--- config.mk ---
export PLATFORM = sky130hd
export DESIGN_NAME = three_axis_step_pulse_generator_core
export DESIGN_NICKNAME = d
export VERILOG_FILES = /design/src/rtl/core/stpg_pkg.sv /design/src/rtl/core/stpg_axis.sv /design/src/rtl/core/three_axis_step_pulse_generator_core.sv
export SDC_FILE = /design/constraint.sdc
export NUM_CORES = 1
export LEC_CHECK = 0
export BUFFER_PORTS_ARGS = -buffer_cell sky130_fd_sc_hd__buf_4
export CORE_AREA = 2 2 206 248
export DETAILED_ROUTE_END_ITERATION = 10
export DIE_AREA = 0 0 208 250
export HOLD_SLACK_MARGIN = 0.06
export PLACE_DENSITY = 0.75
export SETUP_SLACK_MARGIN = 0.05
export SYNTH_ARGS = -nofsm -noshare
export SYNTH_HDL_FRONTEND = slang
export SYNTH_SLANG_ARGS = --single-unit
export TNS_END_PERCENT = 100
--- constraint.sdc ---
create_clock -name clk -period 6.8 [get_ports clk]
set_clock_uncertainty 0.05 [all_clocks]
set_input_delay 1.02 -clock clk [delete_from_list [all_inputs] [get_ports clk]]
set_output_delay 1.02 -clock clk [all_outputs]
set_load 0.01 [all_outputs]
--- src/rtl/core/stpg_pkg.sv ---
// shared constants, opcodes and control structs for the step pulse generator
package stpg_pkg;

	localparam int NUM_AXES   = 3;
	localparam int OUT_AXES   = 3;
	localparam int STEP_BITS  = 16;
	localparam int TIMER_BITS = 32;
	localparam int TOGGLE_W   = STEP_BITS + 1;
	localparam int HALF_W     = TIMER_BITS - 1;

	localparam logic [OUT_AXES-1:0] LIMIT_MASK = OUT_AXES'((1 << NUM_AXES) - 1);

	typedef enum logic [1:0] {
		OP_TICK  = 2'd0,
		OP_LOAD  = 2'd1,
		OP_ABORT = 2'd2,
		OP_CLEAR = 2'd3
	} stpg_op_t;

	// per-axis command, already qualified by the stage advance
	typedef struct packed {
		logic tick;      // tick with no limit raised
		logic start_ok;  // no axis is moving
		logic stop;      // limit tick or abort
		logic load;      // load command for this axis
	} stpg_axis_cmd_t;

	typedef struct packed {
		logic pulse;
		logic dir;
		logic moving;
		logic pend;
	} stpg_axis_stat_t;

endpackage

--- src/rtl/core/stpg_axis.sv ---
// one axis: pending move, step timing, pulse and direction pins, captured count
module stpg_axis
	import stpg_pkg::*;
(
	input  logic                  clk,
	input  logic                  arst_n,
	input  stpg_axis_cmd_t        cmd,
	input  logic [STEP_BITS-1:0]  load_steps,
	input  logic [TIMER_BITS-1:0] load_length,
	input  logic                  load_dir,
	output stpg_axis_stat_t       stat,
	output logic [TOGGLE_W-1:0]   captured
);

	// posted move, payload only
	logic [STEP_BITS-1:0]  psteps_q;
	logic [TIMER_BITS-1:0] plen_q;
	logic                  pdir_q;

	logic                  pend_q, pend_d;
	logic                  moving_q, moving_d;
	logic                  pulse_q, pulse_d;
	logic                  dir_q, dir_d;
	logic [TOGGLE_W-1:0]   toggle_q, toggle_d;
	logic [TOGGLE_W-1:0]   target_q, target_d;
	logic [HALF_W-1:0]     half_q, half_d;
	logic [TIMER_BITS-1:0] elapsed_q, elapsed_d;
	logic [TOGGLE_W-1:0]   cap_q, cap_d;

	logic [TIMER_BITS-1:0] elapsed_inc;
	logic [TOGGLE_W-1:0]   toggle_inc;
	logic                  fire;

	assign elapsed_inc = (elapsed_q != '1) ? elapsed_q + TIMER_BITS'(1) : elapsed_q;
	assign toggle_inc  = toggle_q + TOGGLE_W'(1);
	assign fire        = elapsed_inc >= {1'b0, half_q};

	always_comb begin
		pend_d    = pend_q;
		moving_d  = moving_q;
		pulse_d   = pulse_q;
		dir_d     = dir_q;
		toggle_d  = toggle_q;
		target_d  = target_q;
		half_d    = half_q;
		elapsed_d = elapsed_q;
		cap_d     = cap_q;
		if (cmd.stop) begin
			cap_d     = toggle_q;
			toggle_d  = '0;
			moving_d  = 1'b0;
			pulse_d   = 1'b0;
			elapsed_d = '0;
			pend_d    = 1'b0;
		end else if (cmd.load) begin
			pend_d = 1'b1;
		end else if (cmd.tick) begin
			if (cmd.start_ok && pend_q) begin
				// start and make the first toggle on the same tick
				pend_d    = 1'b0;
				dir_d     = pdir_q;
				half_d    = plen_q[TIMER_BITS-1:1];
				target_d  = {psteps_q, 1'b0};
				elapsed_d = '0;
				toggle_d  = '0;
				pulse_d   = 1'b0;
				moving_d  = 1'b0;
				if (psteps_q != '0) begin
					moving_d = 1'b1;
					pulse_d  = 1'b1;
					toggle_d = TOGGLE_W'(1);
				end
			end else if (moving_q) begin
				elapsed_d = elapsed_inc;
				if (fire) begin
					pulse_d   = !pulse_q;
					elapsed_d = '0;
					toggle_d  = toggle_inc;
					if (toggle_inc == target_q) begin
						toggle_d = '0;
						moving_d = 1'b0;
						pulse_d  = 1'b0;
					end
				end
			end
		end
	end

	always_ff @(posedge clk or negedge arst_n) begin
		if (!arst_n) begin
			pend_q    <= 1'b0;
			moving_q  <= 1'b0;
			pulse_q   <= 1'b0;
			dir_q     <= 1'b0;
			toggle_q  <= '0;
			target_q  <= '0;
			half_q    <= '0;
			elapsed_q <= '0;
			cap_q     <= '0;
		end else begin
			pend_q    <= pend_d;
			moving_q  <= moving_d;
			pulse_q   <= pulse_d;
			dir_q     <= dir_d;
			toggle_q  <= toggle_d;
			target_q  <= target_d;
			half_q    <= half_d;
			elapsed_q <= elapsed_d;
			cap_q     <= cap_d;
		end
	end

	always_ff @(posedge clk) begin
		if (cmd.load) begin
			psteps_q <= load_steps;
			plen_q   <= load_length;
			pdir_q   <= load_dir;
		end
	end

	assign stat.pulse  = pulse_q;
	assign stat.dir    = dir_q;
	assign stat.moving = moving_q;
	assign stat.pend   = pend_q;
	assign captured    = cap_q;

	a_idle_quiet: assert property (@(posedge clk) disable iff (!arst_n)
		!moving_q |-> (!pulse_q && toggle_q == '0))
		else $error("idle axis with pulse high or nonzero toggle count");

	a_count_below_target: assert property (@(posedge clk) disable iff (!arst_n)
		moving_q |-> (target_q != '0 && toggle_q < target_q))
		else $error("moving axis toggle count not below target");

	a_stop_clears: assert property (@(posedge clk) disable iff (!arst_n)
		cmd.stop |=> (!moving_q && !pend_q && !pulse_q))
		else $error("axis still active after stop");

endmodule

--- src/rtl/core/three_axis_step_pulse_generator_core.sv ---
// top level of the three-axis step pulse generator: input stage, command decode, axes
//
// usage
//  - input channel (in_valid / in_stall) carries one command per transfer: a tick, a
//    move load for one axis, an abort, or a limit flag clear; limit_inputs count only
//    on a tick
//  - output channel (out_valid / out_stall) returns one status transfer per command:
//    pin levels, busy and pending bits, sticky limit flags and captured toggle counts,
//    all as they stand after that command
//  - from input transfer to output valid, a command passes the input register, then the
//    axis state and status registers, which update together
//  - throughput is one command per cycle without stalls; the input register and the
//    status registers form two stages, so a new command is taken while a result waits
//  - the rate is set by the single pass through the axis update logic, a 32-bit
//    increment and compare per axis
//  - when the receiver stalls, the status holds and the axis state does not move;
//    one more command waits in the input register, then in_stall rises
//  - reset clears all axis state, flags and captured counts; posted move payloads
//    are undefined until loaded, guarded by the pending bits
module three_axis_step_pulse_generator_core
	import stpg_pkg::*;
(
	input  logic        clk,
	input  logic        arst_n,
	input  logic        in_valid,
	output logic        in_stall,
	input  logic [1:0]  op,
	input  logic [1:0]  axis,
	input  logic [15:0] step_count,
	input  logic [31:0] pulse_length,
	input  logic        direction,
	input  logic [2:0]  limit_inputs,
	output logic        out_valid,
	input  logic        out_stall,
	output logic [2:0]  pulse_pins,
	output logic [2:0]  direction_pins,
	output logic [2:0]  busy_res,
	output logic [2:0]  pending,
	output logic [2:0]  limit_flags,
	output logic [16:0] captured_count_a,
	output logic [16:0] captured_count_b,
	output logic [16:0] captured_count_c
);

	// input stage
	logic                  valid_s1;
	stpg_op_t              op_s1;
	logic [1:0]            axis_s1;
	logic [STEP_BITS-1:0]  steps_s1;
	logic [TIMER_BITS-1:0] length_s1;
	logic                  dir_s1;
	logic [OUT_AXES-1:0]   limits_s1;

	logic                  out_valid_q;
	logic [OUT_AXES-1:0]   limit_q;

	logic                  advance;
	logic [OUT_AXES-1:0]   limit_hit;
	logic                  tick_run;
	logic                  stop_all;
	logic [NUM_AXES-1:0]   moving;

	stpg_axis_cmd_t        cmd      [NUM_AXES];
	stpg_axis_stat_t       stat     [NUM_AXES];
	logic [TOGGLE_W-1:0]   captured [NUM_AXES];
	logic [TOGGLE_W-1:0]   cap_out  [OUT_AXES];

	// the stage advances when the status slot is free or being taken
	assign advance  = valid_s1 && (!out_valid_q || !out_stall);
	assign in_stall = valid_s1 && !advance;

	always_ff @(posedge clk or negedge arst_n) begin
		if (!arst_n) begin
			valid_s1 <= 1'b0;
		end else if (!in_stall) begin
			valid_s1 <= in_valid;
		end
	end

	always_ff @(posedge clk) begin
		if (in_valid && !in_stall) begin
			op_s1     <= stpg_op_t'(op);
			axis_s1   <= axis;
			steps_s1  <= step_count[STEP_BITS-1:0];
			length_s1 <= pulse_length[TIMER_BITS-1:0];
			dir_s1    <= direction;
			limits_s1 <= limit_inputs;
		end
	end

	// command decode; a tick with any limit raised stops motion instead of running the axes
	assign limit_hit = limits_s1 & LIMIT_MASK;
	assign tick_run  = advance && op_s1 == OP_TICK && limit_hit == '0;
	assign stop_all  = advance && ((op_s1 == OP_TICK && limit_hit != '0) ||
		op_s1 == OP_ABORT);

	always_ff @(posedge clk or negedge arst_n) begin
		if (!arst_n) begin
			out_valid_q <= 1'b0;
			limit_q     <= '0;
		end else begin
			if (advance) begin
				out_valid_q <= 1'b1;
			end else if (!out_stall) begin
				out_valid_q <= 1'b0;
			end
			if (advance && op_s1 == OP_TICK) begin
				limit_q <= limit_q | limit_hit;
			end else if (advance && op_s1 == OP_CLEAR) begin
				limit_q <= '0;
			end
		end
	end

	// axes
	genvar a;
	generate
		for (a = 0; a < NUM_AXES; a++) begin : g_axis
			assign moving[a]       = stat[a].moving;
			assign cmd[a].tick     = tick_run;
			assign cmd[a].start_ok = moving == '0;
			assign cmd[a].stop     = stop_all;
			assign cmd[a].load     = advance && op_s1 == OP_LOAD && 32'(axis_s1) == a;

			stpg_axis u_axis (
				.clk         (clk),
				.arst_n      (arst_n),
				.cmd         (cmd[a]),
				.load_steps  (steps_s1),
				.load_length (length_s1),
				.load_dir    (dir_s1),
				.stat        (stat[a]),
				.captured    (captured[a])
			);
		end

		// status bits; axes beyond the configured count read zero
		for (a = 0; a < OUT_AXES; a++) begin : g_out
			if (a < NUM_AXES) begin : g_used
				assign pulse_pins[a]     = stat[a].pulse;
				assign direction_pins[a] = stat[a].dir;
				assign busy_res[a]       = stat[a].moving;
				assign pending[a]        = stat[a].pend;
				assign cap_out[a]        = captured[a];
			end else begin : g_unused
				assign pulse_pins[a]     = 1'b0;
				assign direction_pins[a] = 1'b0;
				assign busy_res[a]       = 1'b0;
				assign pending[a]        = 1'b0;
				assign cap_out[a]        = '0;
			end
		end
	endgenerate

	assign out_valid        = out_valid_q;
	assign limit_flags      = limit_q;
	assign captured_count_a = 17'(cap_out[0]);
	assign captured_count_b = 17'(cap_out[1]);
	assign captured_count_c = 17'(cap_out[2]);

	a_hold_on_stall: assert property (@(posedge clk) disable iff (!arst_n)
		(out_valid && out_stall) |=> ($stable(pulse_pins) && $stable(busy_res) &&
		$stable(pending) && $stable(limit_flags)))
		else $error("status changed while the output transfer was stalled");

	a_stall_needs_item: assert property (@(posedge clk) disable iff (!arst_n)
		in_stall |-> (valid_s1 && out_valid_q && out_stall))
		else $error("input stalled without a waiting item and a stalled result");

	a_limit_sets_flag: assert property (@(posedge clk) disable iff (!arst_n)
		(advance && op_s1 == OP_TICK && limit_hit != '0) |=>
		((limit_flags & $past(limit_hit)) == $past(limit_hit) && busy_res == '0))
		else $error("limit tick did not set flags or stop motion");

endmodule
==> results_dict.tcl <==
set metrics [dict create \
    syn_to_final_growth_pct 12.7 \
    status "complete, no violations" \
    hold_buffers 0 \
    clk_pin_slew_ns 0.06 \
    power.switching_w 0.00214 \
    rows 90 \
    ctsResizeCount 0 \
    routed_via_density 5.95 \
    synth.most_common_cell "nand2_1" \
    final_antenna_net_count 0 \
    diodes 0 \
    worst-slew-pin-transition_ns 1.22 \
    syn_area_um2 27000 \
    nFillCells 3977 \
    firstDrtPassIters 5 \
    period_needed_ns 5.83 \
    grt.total_usage 0.252 \
    finalSetupTns_ns 0 \
    pwr-share-seq 0.481 \
    worstSetupStartpointType "flip-flop" \
    yosysSeqAreaShare 0.552 \
    path_class "flip-flop to flip-flop" \
    cts_tree "yes" \
    syn_avg_cell_area_um2 10.6 \
    drt-total-wl_um 64800 \
    clock_latency_ns 0.62 \
    synth.cells.most_frequent "nand2_1, dfrtp_1, o21ai_0" \
    cpMaxStageDelayCell "nor4_1" \
    drcViolationCount 0 \
    ys_types 87 \
    grt_pass1_wl_um 105000 \
    endpoint_kind "flip-flop" \
    synth_top_cell_area_share 0.331 \
    htree_levels 2 \
    die_area_um2 52000 \
    hold_class "input pin to asynchronous set/reset pin" \
    peakVddDrop_v 0.000237 \
    drt_first_iter_violations 1720 \
    cts-root-buf "clkbuf_16" \
    fin_crit_sh 0.857 \
    synth-seq-cells 555 \
    num_vias 19600 \
    intPower_w 0.00605 \
    setup_viol_count_final 0 \
    fp.dieH_um 250 \
    crit_family "simple AND/OR/NAND/NOR gates" \
    maxCapViolCount 0 \
    cts_buffer_depth 3 \
    hpwl_um 45600 \
    arrival_ns 6.31 \
    fin_nets 2769 \
    slew_headroom 0.180 \
    hold_violations 0 \
    synthArstFlopShare 0.641 \
    portBuffers 126 \
    pin_count 128 \
    critPathMaxFanout 22 \
    synth_edf_count 199 \
    overflow 0 \
    power.leakage_nw 13.2 \
    gp_congestion 0.895 \
    cts.sinks 555 \
    share_clk_of_total_power 0.406 \
    grt_max_degree 150 \
    slew_viol_final 0 \
    core_um2 49800 \
    crit_required_ns 7.29 \
    die_w_um 208 \
    combPwrFrac 0.113 \
    initial_core_util 0.542 \
    worst-path-buf-inv 2 \
    synth_nets 2696 \
    p_sw_frac 0.261 \
    rsz0062_at_grt "no" \
    p_per_area_nw_per_um2 270 \
    cts_inserted_buffers 55 \
    fin_ws_ns 0.971 \
    antenna_found_initial 0 \
    synthFlopType "dfrtp_1" \
    post-cts-setup-buffers 0 \
    netlist_instances 2537 \
    crit_chain "ha_1 -> and4_1 -> nand3_1 -> or4_1 -> nand2_1 -> nor4_1 -> nand3_1 -> xnor2_1 -> ha_1 -> nand2_1 -> or3_1 -> a2111oi_0 -> o31a_1 -> or4b_1 -> o21ai_1 -> buf_4 -> nor3_1 -> buf_4 -> o2bb2ai_1" \
    max_clock_freq_mhz 172 \
    critPathMaxStageDelay_ns 0.65 \
    drt-wirelength-per-cell_um 19.6 \
    ys_warn_count 0 \
    synth_area_leaders "dfrtp_1, edfxtp_1, nand2_1" \
    preCtsSetupSlack_ns 1.08 \
    yosysTopAreaCell "dfrtp_1" \
    drive_gt1_frac 0.131 \
    grt_pass1_vias 19500 \
]
==> power by group through the flow <==
| stage | Clock [W] | Combinational (W) | Sequential (W) |
|---|---|---|---|
| after floorplan | 0 | 0.000642 | 0.00390 |
| after global placement | 0 | 0.000887 | 0.00399 |
| after detailed placement | 0 | 0.000928 | 0.00401 |
| after CTS | 0.00338 | 0.000932 | 0.00394 |
| after global routing | 0.00351 | 0.00104 | 0.00398 |
| final | 0.00333 | 0.000925 | 0.00395 |
==> path summary, 6_finish.rpt <==
path | startpoint | to | slack [ns] | depth (start not counted)
hold / removal | arst_n | g_axis[2].u_axis.captured[7] | 0.30 | 1
setup reg to reg | g_axis[0].u_axis.elapsed_q[0] | g_axis[0].u_axis.toggle_q[12] | 0.97 | 19
setup / recovery | g_axis[0].u_axis.elapsed_q[0] | g_axis[0].u_axis.toggle_q[12] | 0.97 | 19
min in group clk | g_axis[1].u_axis.plen_q[17] | g_axis[1].u_axis.half_q[16] | 0.40 | 2
hold reg to reg | g_axis[1].u_axis.plen_q[17] | g_axis[1].u_axis.half_q[16] | 0.40 | 2
max in group asynchronous | arst_n | g_axis[2].u_axis.elapsed_q[8] | 4.94 | 2
==> registers in the layout (all words and copies together), names as in the netlist, 16 cells and up <==
signal,cells
g_axis.u_axis.toggle_q,51
steps_s1,16
g_axis.u_axis.elapsed_q,96
g_axis.u_axis.plen_q,93
g_axis.u_axis.captured,51
g_axis.u_axis.psteps_q,48
g_axis.u_axis.target_q,48
length_s1,31
g_axis.u_axis.half_q,93
==> layer usage <==
| metal | vias to the layer above | GRT usage | wire length (um) |
|---|---|---|---|
| met5 | - | 0 | 0 |
| met4 | 0 | 0.111 | 2800 |
| met3 | 149 | 0.0293 | 3020 |
| met2 | 593 | 0.427 | 32000 |
| met1 | 9676 | 0.327 | 27000 |
| li1 | 9229 | - | - |
==> placed cells by master (no fill, tap or decap), types with 40 or more instances in the layout <==
cell / n
o21ai_0: 207
nand3_1: 80
xor2_1: 40
nor3_1: 41
a21oi_1: 64
dfrtp_1: 356
xnor2_1: 97
clkbuf_16: 56
edfxtp_1: 199
nand4_1: 55
nand2_1: 397
mux2_2: 59
nor2_1: 82
inv_1: 147
buf_4: 149
ha_1: 99
==> through the flow <==
step | util | hold slack (ns) | cells | cell area [um2] | power [W]
after floorplan | - | 0.376 | 2537 | 27000 | 0.00454
after global placement | 0.570 | 0.384 | 3197 | 28400 | 0.00488
after detailed placement | 0.570 | 0.387 | 3197 | 28400 | 0.00493
after CTS | 0.610 | 0.333 | 3301 | 30400 | 0.00825
after global routing | 0.610 | 0.359 | 3301 | 30400 | 0.00852
final | 0.610 | 0.296 | 3301 | 30400 | 0.00820
==> final cells by class <==
type,count,area (um2),share of cell area
clock buffer,64,1440,0.0475
inverter,147,552,0.0182
timing repair buffer,152,1170,0.0387
multi-input combinational,1699,11000,0.361
tap,644,806,0.0265
clock inverter,40,543,0.0179
sequential,555,14900,0.490
==> logic make-up after synthesis <==
family	after synthesis	synth area share
buffers and inverters	283	0.0438
AO/OA/AOI/OAI	513	0.122
AND/OR/NAND/NOR	878	0.162
adder cells (fa/ha/maj)	99	0.0460
multiplexers	70	0.0287
flip-flops	555	0.552
XOR/XNOR	139	0.0457
Note: power is estimated with default switching activity, not from simulation.
